## config.mk

```make
export PLATFORM = sky130hd
export DESIGN_NAME = pma_ctrl
export DESIGN_NICKNAME = d
export VERILOG_FILES = /design/src/sv/pma_pkg.sv /design/src/sv/pma_ctrl.sv
export SDC_FILE = /design/constraint.sdc
export NUM_CORES = 1
export LEC_CHECK = 0
export ABC_AREA = 0
export BUFFER_PORTS_ARGS = -buffer_cell sky130_fd_sc_hd__buf_2
export CAP_MARGIN = 40
export CORE_ASPECT_RATIO = 0.6
export CORE_MARGIN = 8
export CORE_UTILIZATION = 50
export DETAILED_ROUTE_END_ITERATION = 12
export GPL_ROUTABILITY_DRIVEN = 0
export PLACE_DENSITY = 0.81
export SLEW_MARGIN = 10
export SYNTH_ARGS = -nofsm -noshare
export SYNTH_HDL_FRONTEND = slang
export SYNTH_SLANG_ARGS = --single-unit
export TNS_END_PERCENT = 100
```

## constraint.sdc

```tcl
create_clock -name clk -period 5.4 [get_ports clk]
set_input_delay 1.08 -clock clk [delete_from_list [all_inputs] [get_ports clk]]
set_output_delay 1.08 -clock clk [all_outputs]
set_load 0.05 [all_outputs]
```

## src/sv/pma_pkg.sv

```systemverilog
// Shared constants, codes and controller-to-datapath types of the paged memory allocator.
package pma_pkg;

    localparam int PAGE_BYTES     = 256;
    localparam int NUM_PAGES      = 64;
    localparam int TABLE_PTR_BASE = 64;
    localparam int RAM_BYTES      = PAGE_BYTES * NUM_PAGES;

    localparam int OFF_W  = $clog2(PAGE_BYTES);
    localparam int PAGE_W = $clog2(NUM_PAGES);
    localparam int ADDR_W = OFF_W + PAGE_W;
    localparam int CNT_W  = OFF_W + 1;
    localparam int SCAN_W = PAGE_W + 1;
    localparam int BYTE_W = 8;
    localparam int VA_W   = 16;
    localparam int PCNT_W = 7;
    localparam int PID_W  = 6;

    typedef enum logic [1:0] {
        REQ_NEW   = 2'd0,
        REQ_KILL  = 2'd1,
        REQ_STORE = 2'd2,
        REQ_LOAD  = 2'd3
    } req_t;

    typedef enum logic [1:0] {
        ST_OK       = 2'd0,
        ST_NO_TABLE = 2'd1,
        ST_NO_DATA  = 2'd2,
        ST_FAULT    = 2'd3
    } stat_t;

    typedef enum logic [1:0] {
        MEM_NONE,
        MEM_RD,
        MEM_WR
    } mem_op_t;

    typedef enum logic [3:0] {
        A_PTR,
        A_SCAN,
        A_TBL_ENT,
        A_ENTRY_VP,
        A_PHYS,
        A_CLEAR_PG,
        A_MAP_PG,
        A_MAP_TBL,
        A_SWEEP
    } asel_t;

    typedef enum logic [2:0] {
        W_ZERO,
        W_ONE,
        W_SCAN,
        W_STORE,
        W_SWEEP
    } wsel_t;

    // Commands from the controller to the datapath.
    typedef struct packed {
        mem_op_t mem_op;
        asel_t   asel;
        wsel_t   wsel;
        logic    cap_req;
        logic    ld_tbl_mem;
        logic    ld_tbl_scan;
        logic    ld_pg;
        logic    ld_pa;
        logic    scan_init;
        logic    scan_inc;
        logic    idx_clr;
        logic    idx_inc;
        logic    clr_clr;
        logic    clr_inc;
        logic    sweep_inc;
        logic    ld_res;
        stat_t   res_status;
        logic    res_pa;
        logic    res_ld;
    } cmd_t;

    // Status from the datapath back to the controller.
    typedef struct packed {
        req_t req;
        logic vp_ok;
        logic rd_zero;
        logic rd_lt;
        logic rd_page_ok;
        logic scan_end;
        logic idx_done_new;
        logic idx_done_kill;
        logic clr_last;
        logic sweep_last;
    } stat_bus_t;

endpackage

```

## src/sv/pma_ctrl.sv

```systemverilog
// Controller state machine of the paged memory allocator.
module pma_ctrl (
    input  logic               clk,
    input  logic               rst_n,
    input  logic               in_valid,
    output logic               in_ready,
    output logic               out_valid,
    input  logic               out_ready,
    input  pma_pkg::stat_bus_t sts,
    output pma_pkg::cmd_t      cmd
);

    typedef enum logic [4:0] {
        S_CLEAR,
        S_IDLE,
        S_PTR_RD,
        S_PTR_CHK,
        S_SCAN_RD,
        S_SCAN_CHK,
        S_PTR_WR,
        S_ENT_WR,
        S_DATA_CHK,
        S_KENT_RD,
        S_KENT_CHK,
        S_KCLR,
        S_KMAP,
        S_AENT_RD,
        S_AENT_CHK,
        S_STORE,
        S_LOAD_RD,
        S_LOAD_DONE
    } state_t;

    state_t state_reg, state_next;
    logic   table_reg, table_next;
    logic   out_valid_reg, out_valid_next;
    logic   accept;

    assign in_ready  = (state_reg == S_IDLE) && (!out_valid_reg || out_ready);
    assign out_valid = out_valid_reg;
    assign accept    = in_valid && in_ready;

    // Next state and command decode.
    always_comb
    begin
        state_next = state_reg;
        table_next = table_reg;
        cmd        = '0;
        cmd.mem_op = pma_pkg::MEM_NONE;
        cmd.asel   = pma_pkg::A_PTR;
        cmd.wsel   = pma_pkg::W_ZERO;
        cmd.res_status = pma_pkg::ST_OK;
        case (state_reg)
            S_CLEAR:
            begin
                cmd.mem_op    = pma_pkg::MEM_WR;
                cmd.asel      = pma_pkg::A_SWEEP;
                cmd.wsel      = pma_pkg::W_SWEEP;
                cmd.sweep_inc = 1'b1;
                if (sts.sweep_last)
                begin
                    state_next = S_IDLE;
                end
            end
            S_IDLE:
            begin
                if (accept)
                begin
                    cmd.cap_req   = 1'b1;
                    cmd.scan_init = 1'b1;
                    table_next    = 1'b1;
                    state_next    = S_PTR_RD;
                end
            end
            S_PTR_RD:
            begin
                if (sts.req == pma_pkg::REQ_NEW)
                begin
                    state_next = S_SCAN_RD;
                end
                else
                begin
                    cmd.mem_op = pma_pkg::MEM_RD;
                    cmd.asel   = pma_pkg::A_PTR;
                    state_next = S_PTR_CHK;
                end
            end
            S_PTR_CHK:
            begin
                if (sts.req == pma_pkg::REQ_KILL)
                begin
                    if (sts.rd_page_ok)
                    begin
                        cmd.ld_tbl_mem = 1'b1;
                        cmd.idx_clr    = 1'b1;
                        state_next     = S_KENT_RD;
                    end
                    else
                    begin
                        cmd.ld_res = 1'b1;
                        state_next = S_IDLE;
                    end
                end
                else if (sts.rd_lt && sts.vp_ok)
                begin
                    cmd.ld_tbl_mem = 1'b1;
                    state_next     = S_AENT_RD;
                end
                else
                begin
                    cmd.ld_res     = 1'b1;
                    cmd.res_status = pma_pkg::ST_FAULT;
                    state_next     = S_IDLE;
                end
            end
            S_SCAN_RD:
            begin
                if (sts.scan_end)
                begin
                    cmd.ld_res     = 1'b1;
                    cmd.res_status = table_reg ? pma_pkg::ST_NO_TABLE : pma_pkg::ST_NO_DATA;
                    state_next     = S_IDLE;
                end
                else
                begin
                    cmd.mem_op = pma_pkg::MEM_RD;
                    cmd.asel   = pma_pkg::A_SCAN;
                    state_next = S_SCAN_CHK;
                end
            end
            S_SCAN_CHK:
            begin
                if (sts.rd_zero)
                begin
                    cmd.mem_op = pma_pkg::MEM_WR;
                    cmd.asel   = pma_pkg::A_SCAN;
                    cmd.wsel   = pma_pkg::W_ONE;
                    state_next = table_reg ? S_PTR_WR : S_ENT_WR;
                end
                else
                begin
                    cmd.scan_inc = 1'b1;
                    state_next   = S_SCAN_RD;
                end
            end
            S_PTR_WR:
            begin
                cmd.mem_op      = pma_pkg::MEM_WR;
                cmd.asel        = pma_pkg::A_PTR;
                cmd.wsel        = pma_pkg::W_SCAN;
                cmd.ld_tbl_scan = 1'b1;
                cmd.idx_clr     = 1'b1;
                table_next      = 1'b0;
                state_next      = S_DATA_CHK;
            end
            S_ENT_WR:
            begin
                cmd.mem_op  = pma_pkg::MEM_WR;
                cmd.asel    = pma_pkg::A_TBL_ENT;
                cmd.wsel    = pma_pkg::W_SCAN;
                cmd.idx_inc = 1'b1;
                state_next  = S_DATA_CHK;
            end
            S_DATA_CHK:
            begin
                if (sts.idx_done_new)
                begin
                    cmd.ld_res = 1'b1;
                    state_next = S_IDLE;
                end
                else
                begin
                    // Pages below the last grab are all in use, so the scan goes on from there.
                    cmd.scan_inc = 1'b1;
                    state_next   = S_SCAN_RD;
                end
            end
            S_KENT_RD:
            begin
                if (sts.idx_done_kill)
                begin
                    cmd.mem_op = pma_pkg::MEM_WR;
                    cmd.asel   = pma_pkg::A_MAP_TBL;
                    cmd.wsel   = pma_pkg::W_ZERO;
                    cmd.ld_res = 1'b1;
                    state_next = S_IDLE;
                end
                else
                begin
                    cmd.mem_op = pma_pkg::MEM_RD;
                    cmd.asel   = pma_pkg::A_TBL_ENT;
                    state_next = S_KENT_CHK;
                end
            end
            S_KENT_CHK:
            begin
                cmd.idx_inc = 1'b1;
                if (sts.rd_page_ok)
                begin
                    cmd.ld_pg   = 1'b1;
                    cmd.clr_clr = 1'b1;
                    state_next  = S_KCLR;
                end
                else
                begin
                    state_next = S_KENT_RD;
                end
            end
            S_KCLR:
            begin
                cmd.mem_op  = pma_pkg::MEM_WR;
                cmd.asel    = pma_pkg::A_CLEAR_PG;
                cmd.wsel    = pma_pkg::W_ZERO;
                cmd.clr_inc = 1'b1;
                if (sts.clr_last)
                begin
                    state_next = S_KMAP;
                end
            end
            S_KMAP:
            begin
                cmd.mem_op = pma_pkg::MEM_WR;
                cmd.asel   = pma_pkg::A_MAP_PG;
                cmd.wsel   = pma_pkg::W_ZERO;
                state_next = S_KENT_RD;
            end
            S_AENT_RD:
            begin
                cmd.mem_op = pma_pkg::MEM_RD;
                cmd.asel   = pma_pkg::A_ENTRY_VP;
                state_next = S_AENT_CHK;
            end
            S_AENT_CHK:
            begin
                if (sts.rd_page_ok)
                begin
                    cmd.ld_pa  = 1'b1;
                    state_next = (sts.req == pma_pkg::REQ_STORE) ? S_STORE : S_LOAD_RD;
                end
                else
                begin
                    cmd.ld_res     = 1'b1;
                    cmd.res_status = pma_pkg::ST_FAULT;
                    state_next     = S_IDLE;
                end
            end
            S_STORE:
            begin
                cmd.mem_op = pma_pkg::MEM_WR;
                cmd.asel   = pma_pkg::A_PHYS;
                cmd.wsel   = pma_pkg::W_STORE;
                cmd.ld_res = 1'b1;
                cmd.res_pa = 1'b1;
                state_next = S_IDLE;
            end
            S_LOAD_RD:
            begin
                cmd.mem_op = pma_pkg::MEM_RD;
                cmd.asel   = pma_pkg::A_PHYS;
                state_next = S_LOAD_DONE;
            end
            S_LOAD_DONE:
            begin
                cmd.ld_res = 1'b1;
                cmd.res_pa = 1'b1;
                cmd.res_ld = 1'b1;
                state_next = S_IDLE;
            end
            default:
            begin
                state_next = S_IDLE;
            end
        endcase

        // The output slot fills on a result and empties on a transfer.
        out_valid_next = out_valid_reg;
        if (out_valid_reg && out_ready)
        begin
            out_valid_next = 1'b0;
        end
        if (cmd.ld_res)
        begin
            out_valid_next = 1'b1;
        end
    end

    // State and registered outputs.
    always_ff @(posedge clk or negedge rst_n)
    begin
        if (!rst_n)
        begin
            state_reg     <= S_CLEAR;
            table_reg     <= 1'b0;
            out_valid_reg <= 1'b0;
        end
        else
        begin
            state_reg     <= state_next;
            table_reg     <= table_next;
            out_valid_reg <= out_valid_next;
        end
    end

    // A request is taken only when the output slot is free or emptying.
    assert property (@(posedge clk) disable iff (!rst_n)
        accept |-> (!out_valid_reg || out_ready))
        else $error("request accepted while a result is still waiting");

    // A new result never overwrites one that has not been transferred.
    assert property (@(posedge clk) disable iff (!rst_n)
        cmd.ld_res |-> !out_valid_reg)
        else $error("result loaded over a pending result");

    // After a request is taken the block stays busy until it has answered.
    assert property (@(posedge clk) disable iff (!rst_n)
        accept |=> !in_ready)
        else $error("second request accepted during work");

    // No request is taken during the power-up memory sweep.
    assert property (@(posedge clk) disable iff (!rst_n)
        (state_reg == S_CLEAR) |-> !in_ready)
        else $error("ready during memory sweep");

endmodule

```

# ---- Yosys cells after proc, flatten, opt, wreduce, memory -nomap -nowiden
# Index checks and enable logic that the tools add are counted.
# Widths: inputs -> output; s select.
dict set report totals {
  mem_bits_rw 0
  rom_bits 0
  n_memories 0
  ff_bits 7
  output_inout_bits 28
  input_bits 15
  latchBits 0
  word_cells 96
}
dict set report op_classes {
  reduce_logical 15
  bitwise 0
  n_eq_ne 22
  multipliers 0
  n_div 0
  shifts 0
  addsub 0
  order_cmp 0
  mux 56
}
# operator n
set op_table {}
lappend op_table {{$pmux 5 s15} 1}
lappend op_table {{$pmux 6 s12} 1}
lappend op_table {{$eq 5x4->1 const B} 8}
lappend op_table {{$mux 5} 8}
lappend op_table {{$mux 1} 25}
lappend op_table {{$eq 5x3->1 const B} 4}
lappend op_table {{$mux 3} 6}
lappend op_table {{$mux 4} 3}
lappend op_table {{$pmux 3 s4} 1}
lappend op_table {{$eq 5x2->1 const B} 2}
lappend op_table {{$eq 5x5->1 const B} 2}
lappend op_table {{$mux 9} 1}
lappend op_table {{$mux 2} 4}
lappend op_table {{$mux 6} 1}
lappend op_table {{$ne 2x2->1 const B} 3}
lappend op_table {{$pmux 1 s2} 3}
lappend op_table {{$pmux 1 s6} 1}
lappend op_table {{$pmux 2 s3} 1}
lappend op_table {{$reduce_or 2->1} 3}
lappend op_table {{$eq 5x1->1 const B} 1}
lappend op_table {{$logic_not 5->1} 1}
lappend op_table {{$logic_and 1x1->1} 4}
lappend op_table {{$reduce_bool 2->1} 2}
lappend op_table {{$reduce_and 3->1} 1}
lappend op_table {{6 further kinds} 6}

# ---- Longest topological paths before layout
# Gate-level depths: netlist of the first run.
dict set report depth {
  ltp_word 6
  mapped_depth 7
}

# ---- Worst setup path after synthesis of the first run
# No wires, ideal clock.
dict set report synth_path {
  path_type {input-to-output}
  from {input sts[9] (netlist bit)}
  to {output cmd[9] (netlist bit)}
  setup_slack_ps 1866
  arrival_time_ps 2454
  cell_stages 3
  path_cell_list {nor2b_1 nand2_1 o21ai_0}
}
# element line_no
set synth_lines {}
lappend synth_lines {{from (decl)} pma_ctrl.sv:9} ;# input pma_pkg::stat_bus_t sts,
lappend synth_lines {{to (decl)} pma_ctrl.sv:10} ;# output pma_pkg::cmd_t cmd

==> results.sh, run 1 <==
export IMPL_status="complete, no violations"
export IMPL_start_util_pct=52.56
export IMPL_insertion_delay_ns=0.23
export IMPL_synth_nets=180
export IMPL_grt_pass1_wl_microns=5747
export IMPL_ys_dominant_reg_cell="dfrtp_1"
export IMPL_final_area_sq_mm=0.001336
export IMPL_seqCellArea_sq_um=175.2
export IMPL_mostFrequentLayoutCells="42 x buf_2, 14 x nand2_1, 12 x nor2_1"
export IMPL_diodes=0
export IMPL_start_kind="flip-flop"
export IMPL_stdcell_count=226
export IMPL_route_antenna_remaining_nets=0
export IMPL_clockBufferDepth=2
export IMPL_layout_drive_gt1_share_pct=27.04
export IMPL_clock_sinks=7
export IMPL_drv_slew=0
export IMPL_arrival_ns=2.57
export IMPL_max_slew_margin_pct=35.46
export IMPL_fin_crit_ns=3.655
export IMPL_cts_max_level=1
export IMPL_place_area_sq_mm=0.001291
export IMPL_hpwl_microns=2719
export IMPL_cts_resized=0
export IMPL_cp_required_ns=4.32
export IMPL_grt_pass1_vias=1213
export IMPL_peakVddDrop_mv=0.4841
export IMPL_fmax_mhz=273.6
export IMPL_worst_path_max_fanout=34
export IMPL_async_flop_share_pct=100.0
export IMPL_std_cell_rows=13
export IMPL_cap_viol_max_count=0
export IMPL_post_cts_buffers=0
export IMPL_synth_area_sq_mm=0.001129
export IMPL_synth_distinct_cells=45
export IMPL_period_share_pct=67.68
export IMPL_power_density_mw_per_mm2=656.1
export IMPL_die_area_sq_mm=0.004083
export IMPL_worstSetupPathType="flip-flop to output port"
export IMPL_yosys_warnings=0
export IMPL_pin_count=43
export IMPL_holdBufCountCts=0
export IMPL_core_area_sq_mm=0.002147
export IMPL_crit_chain="or3b_4 -> or3_4 -> and2_1 -> o21ai_1 -> buf_2"
export IMPL_overflow=0
export IMPL_p_total_uw=876.7
export IMPL_hold_viol_final=0
export IMPL_end_kind="output port"
export IMPL_route_detailed_drc=0
export IMPL_worst_slew_pin_slew_ns=0.9681
export IMPL_slowest_delay_ns=0.97
export IMPL_cts_tree="built"
export IMPL_worstHoldPathCells=2
export IMPL_viasPerCell=6.035
export IMPL_synth_edf_count=0
export IMPL_routedWlPerCell_microns=15.74
export IMPL_die_h_microns=52.80
export IMPL_grt_max_degree=35
export IMPL_area_growth_pct=18.40
export IMPL_ys_seq_area_share_pct=15.52
export IMPL_ys_ff_latch=7
export IMPL_vias=1364
export IMPL_numPortBuffers=42
export IMPL_wirelength_microns=3557
export IMPL_largest_reg_flops=5
export IMPL_rr_worst_depth=5
export IMPL_fin_util_pct=62.24
export IMPL_rsz0062_at_grt="false"
export IMPL_final_common_cell="buf_2"
export IMPL_dr_pass1_iters=4
export IMPL_slowest_stage="dfrtp_1"
export IMPL_p_leak_nw=0.6352
export IMPL_grt_antenna_before_repair=0
export IMPL_skew_ns=0.003105
export IMPL_whs_ns=0.6020
export IMPL_fin_tns_setup_ns=0
export IMPL_post_route_worst_setup_slack_ns=1.745
export IMPL_track_usage_pct=16.82
export IMPL_avgSynthCellArea_sq_um=6.840
export IMPL_hp_class="flip-flop to flip-flop"
export IMPL_dr_first_iter_drc_count=149
export IMPL_cts_root_buf="clkbuf_8"
export IMPL_syn_inst=165
export IMPL_die_w_microns=77.34
export IMPL_place_inst=222
export IMPL_place_ws_ns=2.005
export IMPL_path_clk_slew_ns=0.04
export IMPL_multiInputGateArea_sq_um=849.6
export IMPL_setup_viol=0
export IMPL_fillerInstances=222
export IMPL_nNetsFinal=212
export IMPL_cts_buffers=3
[synthesized netlist by cell type, types with 2 or more instances]
cell,number,area [sq um]
nand2_1,14,52.55
nor2_1,12,45.04
a21oi_1,10,50.05
nor2b_1,10,62.56
nor3_1,10,50.05
nand2b_1,9,56.30
o21ai_0,9,45.04
buf_2,8,40.04
dfrtp_1,7,175.2
and2_1,6,37.54
buf_4,5,37.54
inv_1,5,18.77
nand3_1,5,25.02
or3_1,4,25.02
a31oi_1,3,18.77
nand3b_1,3,22.52
nor3b_1,3,22.52
o21a_1,3,22.52
o21ai_1,3,15.01
a22o_1,2,17.52
a2bb2oi_1,2,17.52
clkbuf_1,2,7.510
mux2i_1,2,20.02
nand4_1,2,12.51
nand4b_1,2,17.52
nor4b_1,2,17.52
o211ai_1,2,15.01
o22ai_1,2,12.51
o31ai_2,2,25.02
[where the power goes]
group | internal, mW | total, mW | switching, mW
Sequential | 0.0710 | 0.169 | 0.0983
Combinational | 0.199 | 0.634 | 0.434
Clock | 0.0511 | 0.0739 | 0.0228
Total | 0.321 | 0.877 | 0.556
[cell type report]
cell class	count	area share, %
inverters	5	1.404
flip-flops and latches	7	13.11
clock buffers	4	3.371
repair buffers	42	15.73
multi-input cells	138	63.58
well taps	30	2.809
[metal layers]
metal / share of wire [%] / up-vias / global-route usage (%)
li1: - / 656 / -
met2: 44 / 93 / 26.56
met3: 12 / 2 / 3.767
met4: 0.51 / 0 / 2.795
met5: 0 / - / 0
met1: 44 / 613 / 23.11
[final timing paths]
kind | slack, ns | startpoint | end
hold reg to reg | 0.60 | out_valid | out_valid
hold / removal | 0.60 | out_valid | out_valid
min in group asynchronous | 0.68 | rst_n | state_reg[2]
setup reg to reg | 3.06 | state_reg[0] | state_reg[1]
max in group asynchronous | 4.57 | rst_n | state_reg[3]
setup / recovery | 1.75 | state_reg[0] | cmd[25]
[kinds of logic after synthesis]
| kind of cell | count (synthesis) | share of synthesized area [%] |
|---|---|---|
| simple gates | 89 | 45.01 |
| compound gates | 46 | 27.49 |
| buf+inv | 20 | 9.203 |
| flops | 7 | 15.52 |
| mux | 3 | 2.772 |
[critical path, delay by kind of cell, from the launching register on]
family	cells	cell delay, ns
AO/OA/AOI/OAI	1	0.07
buffers and inverters	1	0.28
flip-flops	1	0.97
AND/OR/NAND/NOR	3	1.02
No activity file was read; power rests on OpenSTA's default activity.
==> inputs of run 2 (changes only) <==
CORE_UTILIZATION = 44   (was 50)
PLACE_DENSITY = 0.76   (was 0.81)
clock period = 3.3 ns   (was 5.4 ns; I/O delays follow)
==> run 2 against run 1 <==
Net effect: worst hold slack lost 0.34 ns; critical path type unchanged; critical path depth stayed put; sequential share of layout area down 0.38 points; die area is 10% higher; first-iteration DRC count decreased by 14%; register-to-register slack got worse by 1.8 ns; clock skew fell by 0.0013 ns.
==> results.sh, run 2 (synthesized netlist as in run 1, its figures left out) <==
export IMPL_post_route_worst_setup_slack_ns=0.4499
export IMPL_core_area_sq_mm=0.002470
export IMPL_place_inst=229
export IMPL_start_util_pct=45.69
export IMPL_die_h_microns=55.23
export IMPL_final_common_cell="buf_2"
export IMPL_p_total_mw=1.463
export IMPL_p_leak_nw=0.6606
export IMPL_grt_max_degree=23
export IMPL_endpoint="cmd[24]"
export IMPL_diodes=0
export IMPL_pin_count=43
export IMPL_post_cts_buffers=0
export IMPL_hold_viol_final=0
export IMPL_worstSetupPathType="flip-flop to output port"
export IMPL_clockBufferDepth=2
export IMPL_die_w_microns=81.38
export IMPL_peakVddDrop_mv=0.8663
export IMPL_mostFrequentLayoutCells="42 x buf_2, 14 x nand2_1, 12 x nor2_1"
export IMPL_hp_class="input pin to async pin"
export IMPL_layout_drive_gt1_share_pct=28.86
export IMPL_use_met2_pct=19.77
export IMPL_std_cell_rows=14
export IMPL_startpoint="state_reg[2]"
export IMPL_slowest_delay_ns=0.60
export IMPL_dr_first_iter_drc_count=128
export IMPL_cts_max_level=1
export IMPL_cts_root_buf="clkbuf_8"
export IMPL_fillerInstances=249
export IMPL_vias=1359
export IMPL_period_share_pct=86.37
export IMPL_route_detailed_drc=0
export IMPL_clock_sinks=7
export IMPL_p_clk_share_pct=8.5
export IMPL_fin_util_pct=55.72
export IMPL_viasPerCell=5.833
export IMPL_crit_chain="nor2_1 -> nand2_1 -> or3_1 -> nand4_1 -> buf_2"
export IMPL_place_area_sq_mm=0.001331
export IMPL_area_growth_pct=21.95
export IMPL_netSwitchingFraction_pct=62.18
export IMPL_largest_reg_flops=5
export IMPL_max_slew_margin_pct=59.38
export IMPL_overflow=0
export IMPL_cts_resized=0
export IMPL_reg2reg_slack_ns=1.31
export IMPL_grt_pass1_wl_microns=5961
export IMPL_cp_required_ns=2.64
export IMPL_cts_buffers=3
export IMPL_drv_slew=0
export IMPL_cap_viol_max_count=0
export IMPL_cts_tree="built"
export IMPL_gr_usage_met1_pct=24.63
export IMPL_dr_pass1_iters=4
export IMPL_r2r_start="state_reg[2]"
export IMPL_seq_power_share_pct=13.5
export IMPL_slowest_stage="dfrtp_1"
export IMPL_r2r_end="state_reg[1]"
export IMPL_stdcell_count=233
export IMPL_arrival_ns=2.19
export IMPL_track_usage_pct=15.90
export IMPL_power_density_mw_per_mm2=1063
export IMPL_insertion_delay_ns=0.23
export IMPL_holdBufCountCts=0
export IMPL_status="complete, no violations"
export IMPL_rr_worst_depth=5
export IMPL_routedWlPerCell_microns=15.80
export IMPL_busiest_layer="met1"
export IMPL_worst_path_max_fanout=22
export IMPL_nNetsFinal=217
export IMPL_setup_viol=0
export IMPL_whs_ns=0.2598
export IMPL_die_area_sq_mm=0.004495
export IMPL_hpwl_microns=2891
export IMPL_use_met3_pct=5.645
export IMPL_end_kind="output port"
export IMPL_worst_slew_pin_slew_ns=0.6094
export IMPL_place_ws_ns=0.7394
export IMPL_grt_pass1_vias=1195
export IMPL_p_switching_uw=909.9
export IMPL_comb_power_share_pct=78.1
export IMPL_wirelength_microns=3682
export IMPL_p_int_uw=553.5
export IMPL_fin_crit_ns=2.850
export IMPL_start_kind="flip-flop"
export IMPL_numPortBuffers=42
export IMPL_skew_ns=0.001815
export IMPL_route_antenna_remaining_nets=0
export IMPL_fmax_mhz=350.9
export IMPL_final_area_sq_mm=0.001376
export IMPL_fin_tns_setup_ns=0
export IMPL_rsz0062_at_grt="false"
export IMPL_path_clk_slew_ns=0.04
export IMPL_grt_antenna_before_repair=0
[run 2: changes by cell type in the layout (fill, tap and decap cells not counted)]
| cell | delta |
|---|---|
| buf_4 | +5 |
[run 2: power groups by stage]
stage               Clock [mW]  Combinational (mW)  Sequential [mW]
finish                   0.124                1.14            0.197
global route             0.129                1.22            0.207
CTS                      0.124                1.14            0.194
detailed placement           0                1.13            0.195
global placement             0                1.13            0.194
floorplan                    0               0.952            0.161
[run 2: layer usage]
metal | wire length, microns | part of all wire [%]
met5 | 0 | 0
met4 | 11 | 0.30
met3 | 461 | 13
met1 | 1727 | 47
met2 | 1481 | 40
[run 2: final cells by class]
cell class / instances / area, sq um / area share (%)
Clock buffer: 4 / 45.04 / 3.273
Inverter: 5 / 18.77 / 1.364
Multi-Input combinational cell: 138 / 849.6 / 61.73
Sequential cell: 7 / 175.2 / 12.73
Tap cell: 32 / 40.04 / 2.909
Timing Repair Buffer: 47 / 247.7 / 18.00
[run 2: worst min path at each step]
stage,depth (start not counted),from,slack (ns),endpoint
final,1,rst_n,0.26,state_reg[4]
after floorplan,0,rst_n,0.36,out_valid
after CTS,1,rst_n,0.26,state_reg[4]
after global routing,1,rst_n,0.27,state_reg[4]
after detailed placement,1,rst_n,0.50,state_reg[0]
after global placement,1,rst_n,0.50,state_reg[4]
[run 2: critical path, delay by kind of cell, from the launching register on]
family	cells	cell delay [ns]
buf+inv	1	0.27
flops	1	0.60
simple gates	4	1.09
==> inputs of run 3 (changes only) <==
CORE_UTILIZATION = 49   (was 44)
PLACE_DENSITY = 0.8   (was 0.76)
clock period = 2.7 ns   (was 3.3 ns; I/O delays follow)
==> run 3 against run 2 <==
Net effect: worst hold slack got worse by 0.12 ns; register-to-register slack got worse by 0.66 ns; via count increased by 7.7%; final cell count unchanged; flip-flop and latch count unchanged; critical path depth decreased by 1; die area decreased by 7.8%; critical endpoint is now cmd[4]; largest cell class unchanged; highest routed layer unchanged.
==> results.sh, run 3 (synthesized netlist as in run 1, its figures left out) <==
export IMPL_cts_root_buf="clkbuf_8"
export IMPL_drv_slew=0
export IMPL_post_route_worst_setup_slack_ns=0.07454
export IMPL_route_detailed_drc=0
export IMPL_mostFrequentLayoutCells="42 x buf_2, 14 x nand2_1, 12 x nor2_1"
export IMPL_fin_tns_setup_ns=0
export IMPL_overflow=0
export IMPL_fmax_mhz=380.9
export IMPL_stdcell_count=233
export IMPL_worst_path_max_fanout=15
export IMPL_p_leak_nw=0.6724
export IMPL_period_share_pct=97.24
export IMPL_cts_tree="built"
export IMPL_max_slew_margin_pct=65.30
export IMPL_path_clk_slew_ns=0.04
export IMPL_dr_first_iter_drc_count=157
export IMPL_diodes=0
export IMPL_vias=1464
export IMPL_die_w_microns=77.96
export IMPL_status="complete, no violations"
export IMPL_area_growth_pct=24.50
export IMPL_core_area_sq_mm=0.002180
export IMPL_post_cts_buffers=0
export IMPL_cap_viol_max_count=0
export IMPL_whs_ns=0.1350
export IMPL_p_clk_share_pct=8.2
export IMPL_fillerInstances=209
export IMPL_seqCellArea_sq_um=176.4
export IMPL_place_inst=229
export IMPL_fin_util_pct=64.47
export IMPL_p_int_uw=695.8
export IMPL_grt_max_degree=34
export IMPL_dr_pass1_iters=4
export IMPL_skew_ns=0.0008429
export IMPL_hold_viol_final=0
export IMPL_grt_antenna_before_repair=0
export IMPL_crit_family="simple AND/OR/NAND/NOR gates"
export IMPL_place_area_sq_mm=0.001349
export IMPL_final_area_sq_mm=0.001405
export IMPL_slowest_delay_ns=0.56
export IMPL_netSwitchingFraction_pct=62.17
export IMPL_viasPerCell=6.283
export IMPL_clock_sinks=7
export IMPL_hp_class="input pin to async pin"
export IMPL_cts_buffers=3
export IMPL_pin_count=43
export IMPL_place_ws_ns=0.3259
export IMPL_largest_reg_flops=5
export IMPL_routedWlPerCell_microns=17.06
export IMPL_track_usage_pct=19.46
export IMPL_slowest_stage="dfrtp_1"
export IMPL_wirelength_microns=3974
export IMPL_clockBufferDepth=2
export IMPL_seq_power_share_pct=11.1
export IMPL_peakVddDrop_mv=0.8417
export IMPL_grt_pass1_vias=1374
export IMPL_power_density_mw_per_mm2=1309
export IMPL_std_cell_rows=13
export IMPL_rsz0062_at_grt="false"
export IMPL_nNetsFinal=219
export IMPL_comb_power_share_pct=80.7
export IMPL_p_total_mw=1.839
export IMPL_worstSetupPathType="flip-flop to output port"
export IMPL_numPortBuffers=42
export IMPL_die_h_microns=53.18
export IMPL_p_switching_mw=1.144
export IMPL_worst_slew_pin_slew_ns=0.5205
export IMPL_cp_required_ns=2.16
export IMPL_layout_drive_gt1_share_pct=32.02
export IMPL_cp_num_buf_inv=1
export IMPL_setup_viol=0
export IMPL_final_common_cell="buf_2"
export IMPL_route_antenna_remaining_nets=0
export IMPL_crit_chain="or2_1 -> or3_1 -> o2111ai_1 -> buf_2"
export IMPL_start_util_pct=51.78
export IMPL_fin_crit_ns=2.625
export IMPL_multiInputGateArea_sq_um=864.6
export IMPL_die_area_sq_mm=0.004145
export IMPL_end_kind="output port"
export IMPL_cts_max_level=1
export IMPL_arrival_ns=2.09
export IMPL_hpwl_microns=3022
export IMPL_insertion_delay_ns=0.23
export IMPL_grt_pass1_wl_microns=6506
export IMPL_start_kind="flip-flop"
==> run 3: what timing repair did <==
| action | CTS | global route |
|---|---|---|
| hold buffers | 0 | 0 |
| setup endpoints to repair | 0 | 4 |
| gates resized for setup | 0 | 4 |
==> run 3: final timing paths <==
| check | cells after the start | slack [ns] | start | endpoint |
|---|---|---|---|---|
| max | 4 | 0.07 | state_reg[4] | cmd[4] |
| min | 1 | 0.13 | rst_n | out_valid |
| max reg2reg | 6 | 0.65 | state_reg[2] | state_reg[1] |
| min reg2reg | 2 | 0.56 | out_valid | out_valid |
| max in group asynchronous | 1 | 2.39 | rst_n | state_reg[2] |
| min in group clk | 2 | 0.56 | out_valid | out_valid |
==> run 3: routing by layer <==
| metal | track usage (%) | vias up | wire (microns) |
|---|---|---|---|
| met3 | 5.912 | 15 | 508 |
| met4 | 7.622 | 0 | 108 |
| met5 | 0 | - | 0 |
| met1 | 24.06 | 667 | 1626 |
| met2 | 31.45 | 112 | 1731 |
| li1 | - | 670 | - |
==> run 3: power by group through the flow <==
stage	clock [mW]	combinational, mW	sequential [mW]
finish	0.151	1.48	0.205
detailed placement	0	1.45	0.201
global route	0.162	1.58	0.208
CTS	0.152	1.46	0.200
global placement	0	1.43	0.197
floorplan	0	1.17	0.197
==> run 3: final cells by class <==
type / instances / share of cell area, %
Multi-Input combinational cell: 138 / 61.53
Timing Repair Buffer: 49 / 18.70
Tap cell: 30 / 2.671
Clock buffer: 4 / 3.206
Sequential cell: 7 / 12.56
Inverter: 5 / 1.336
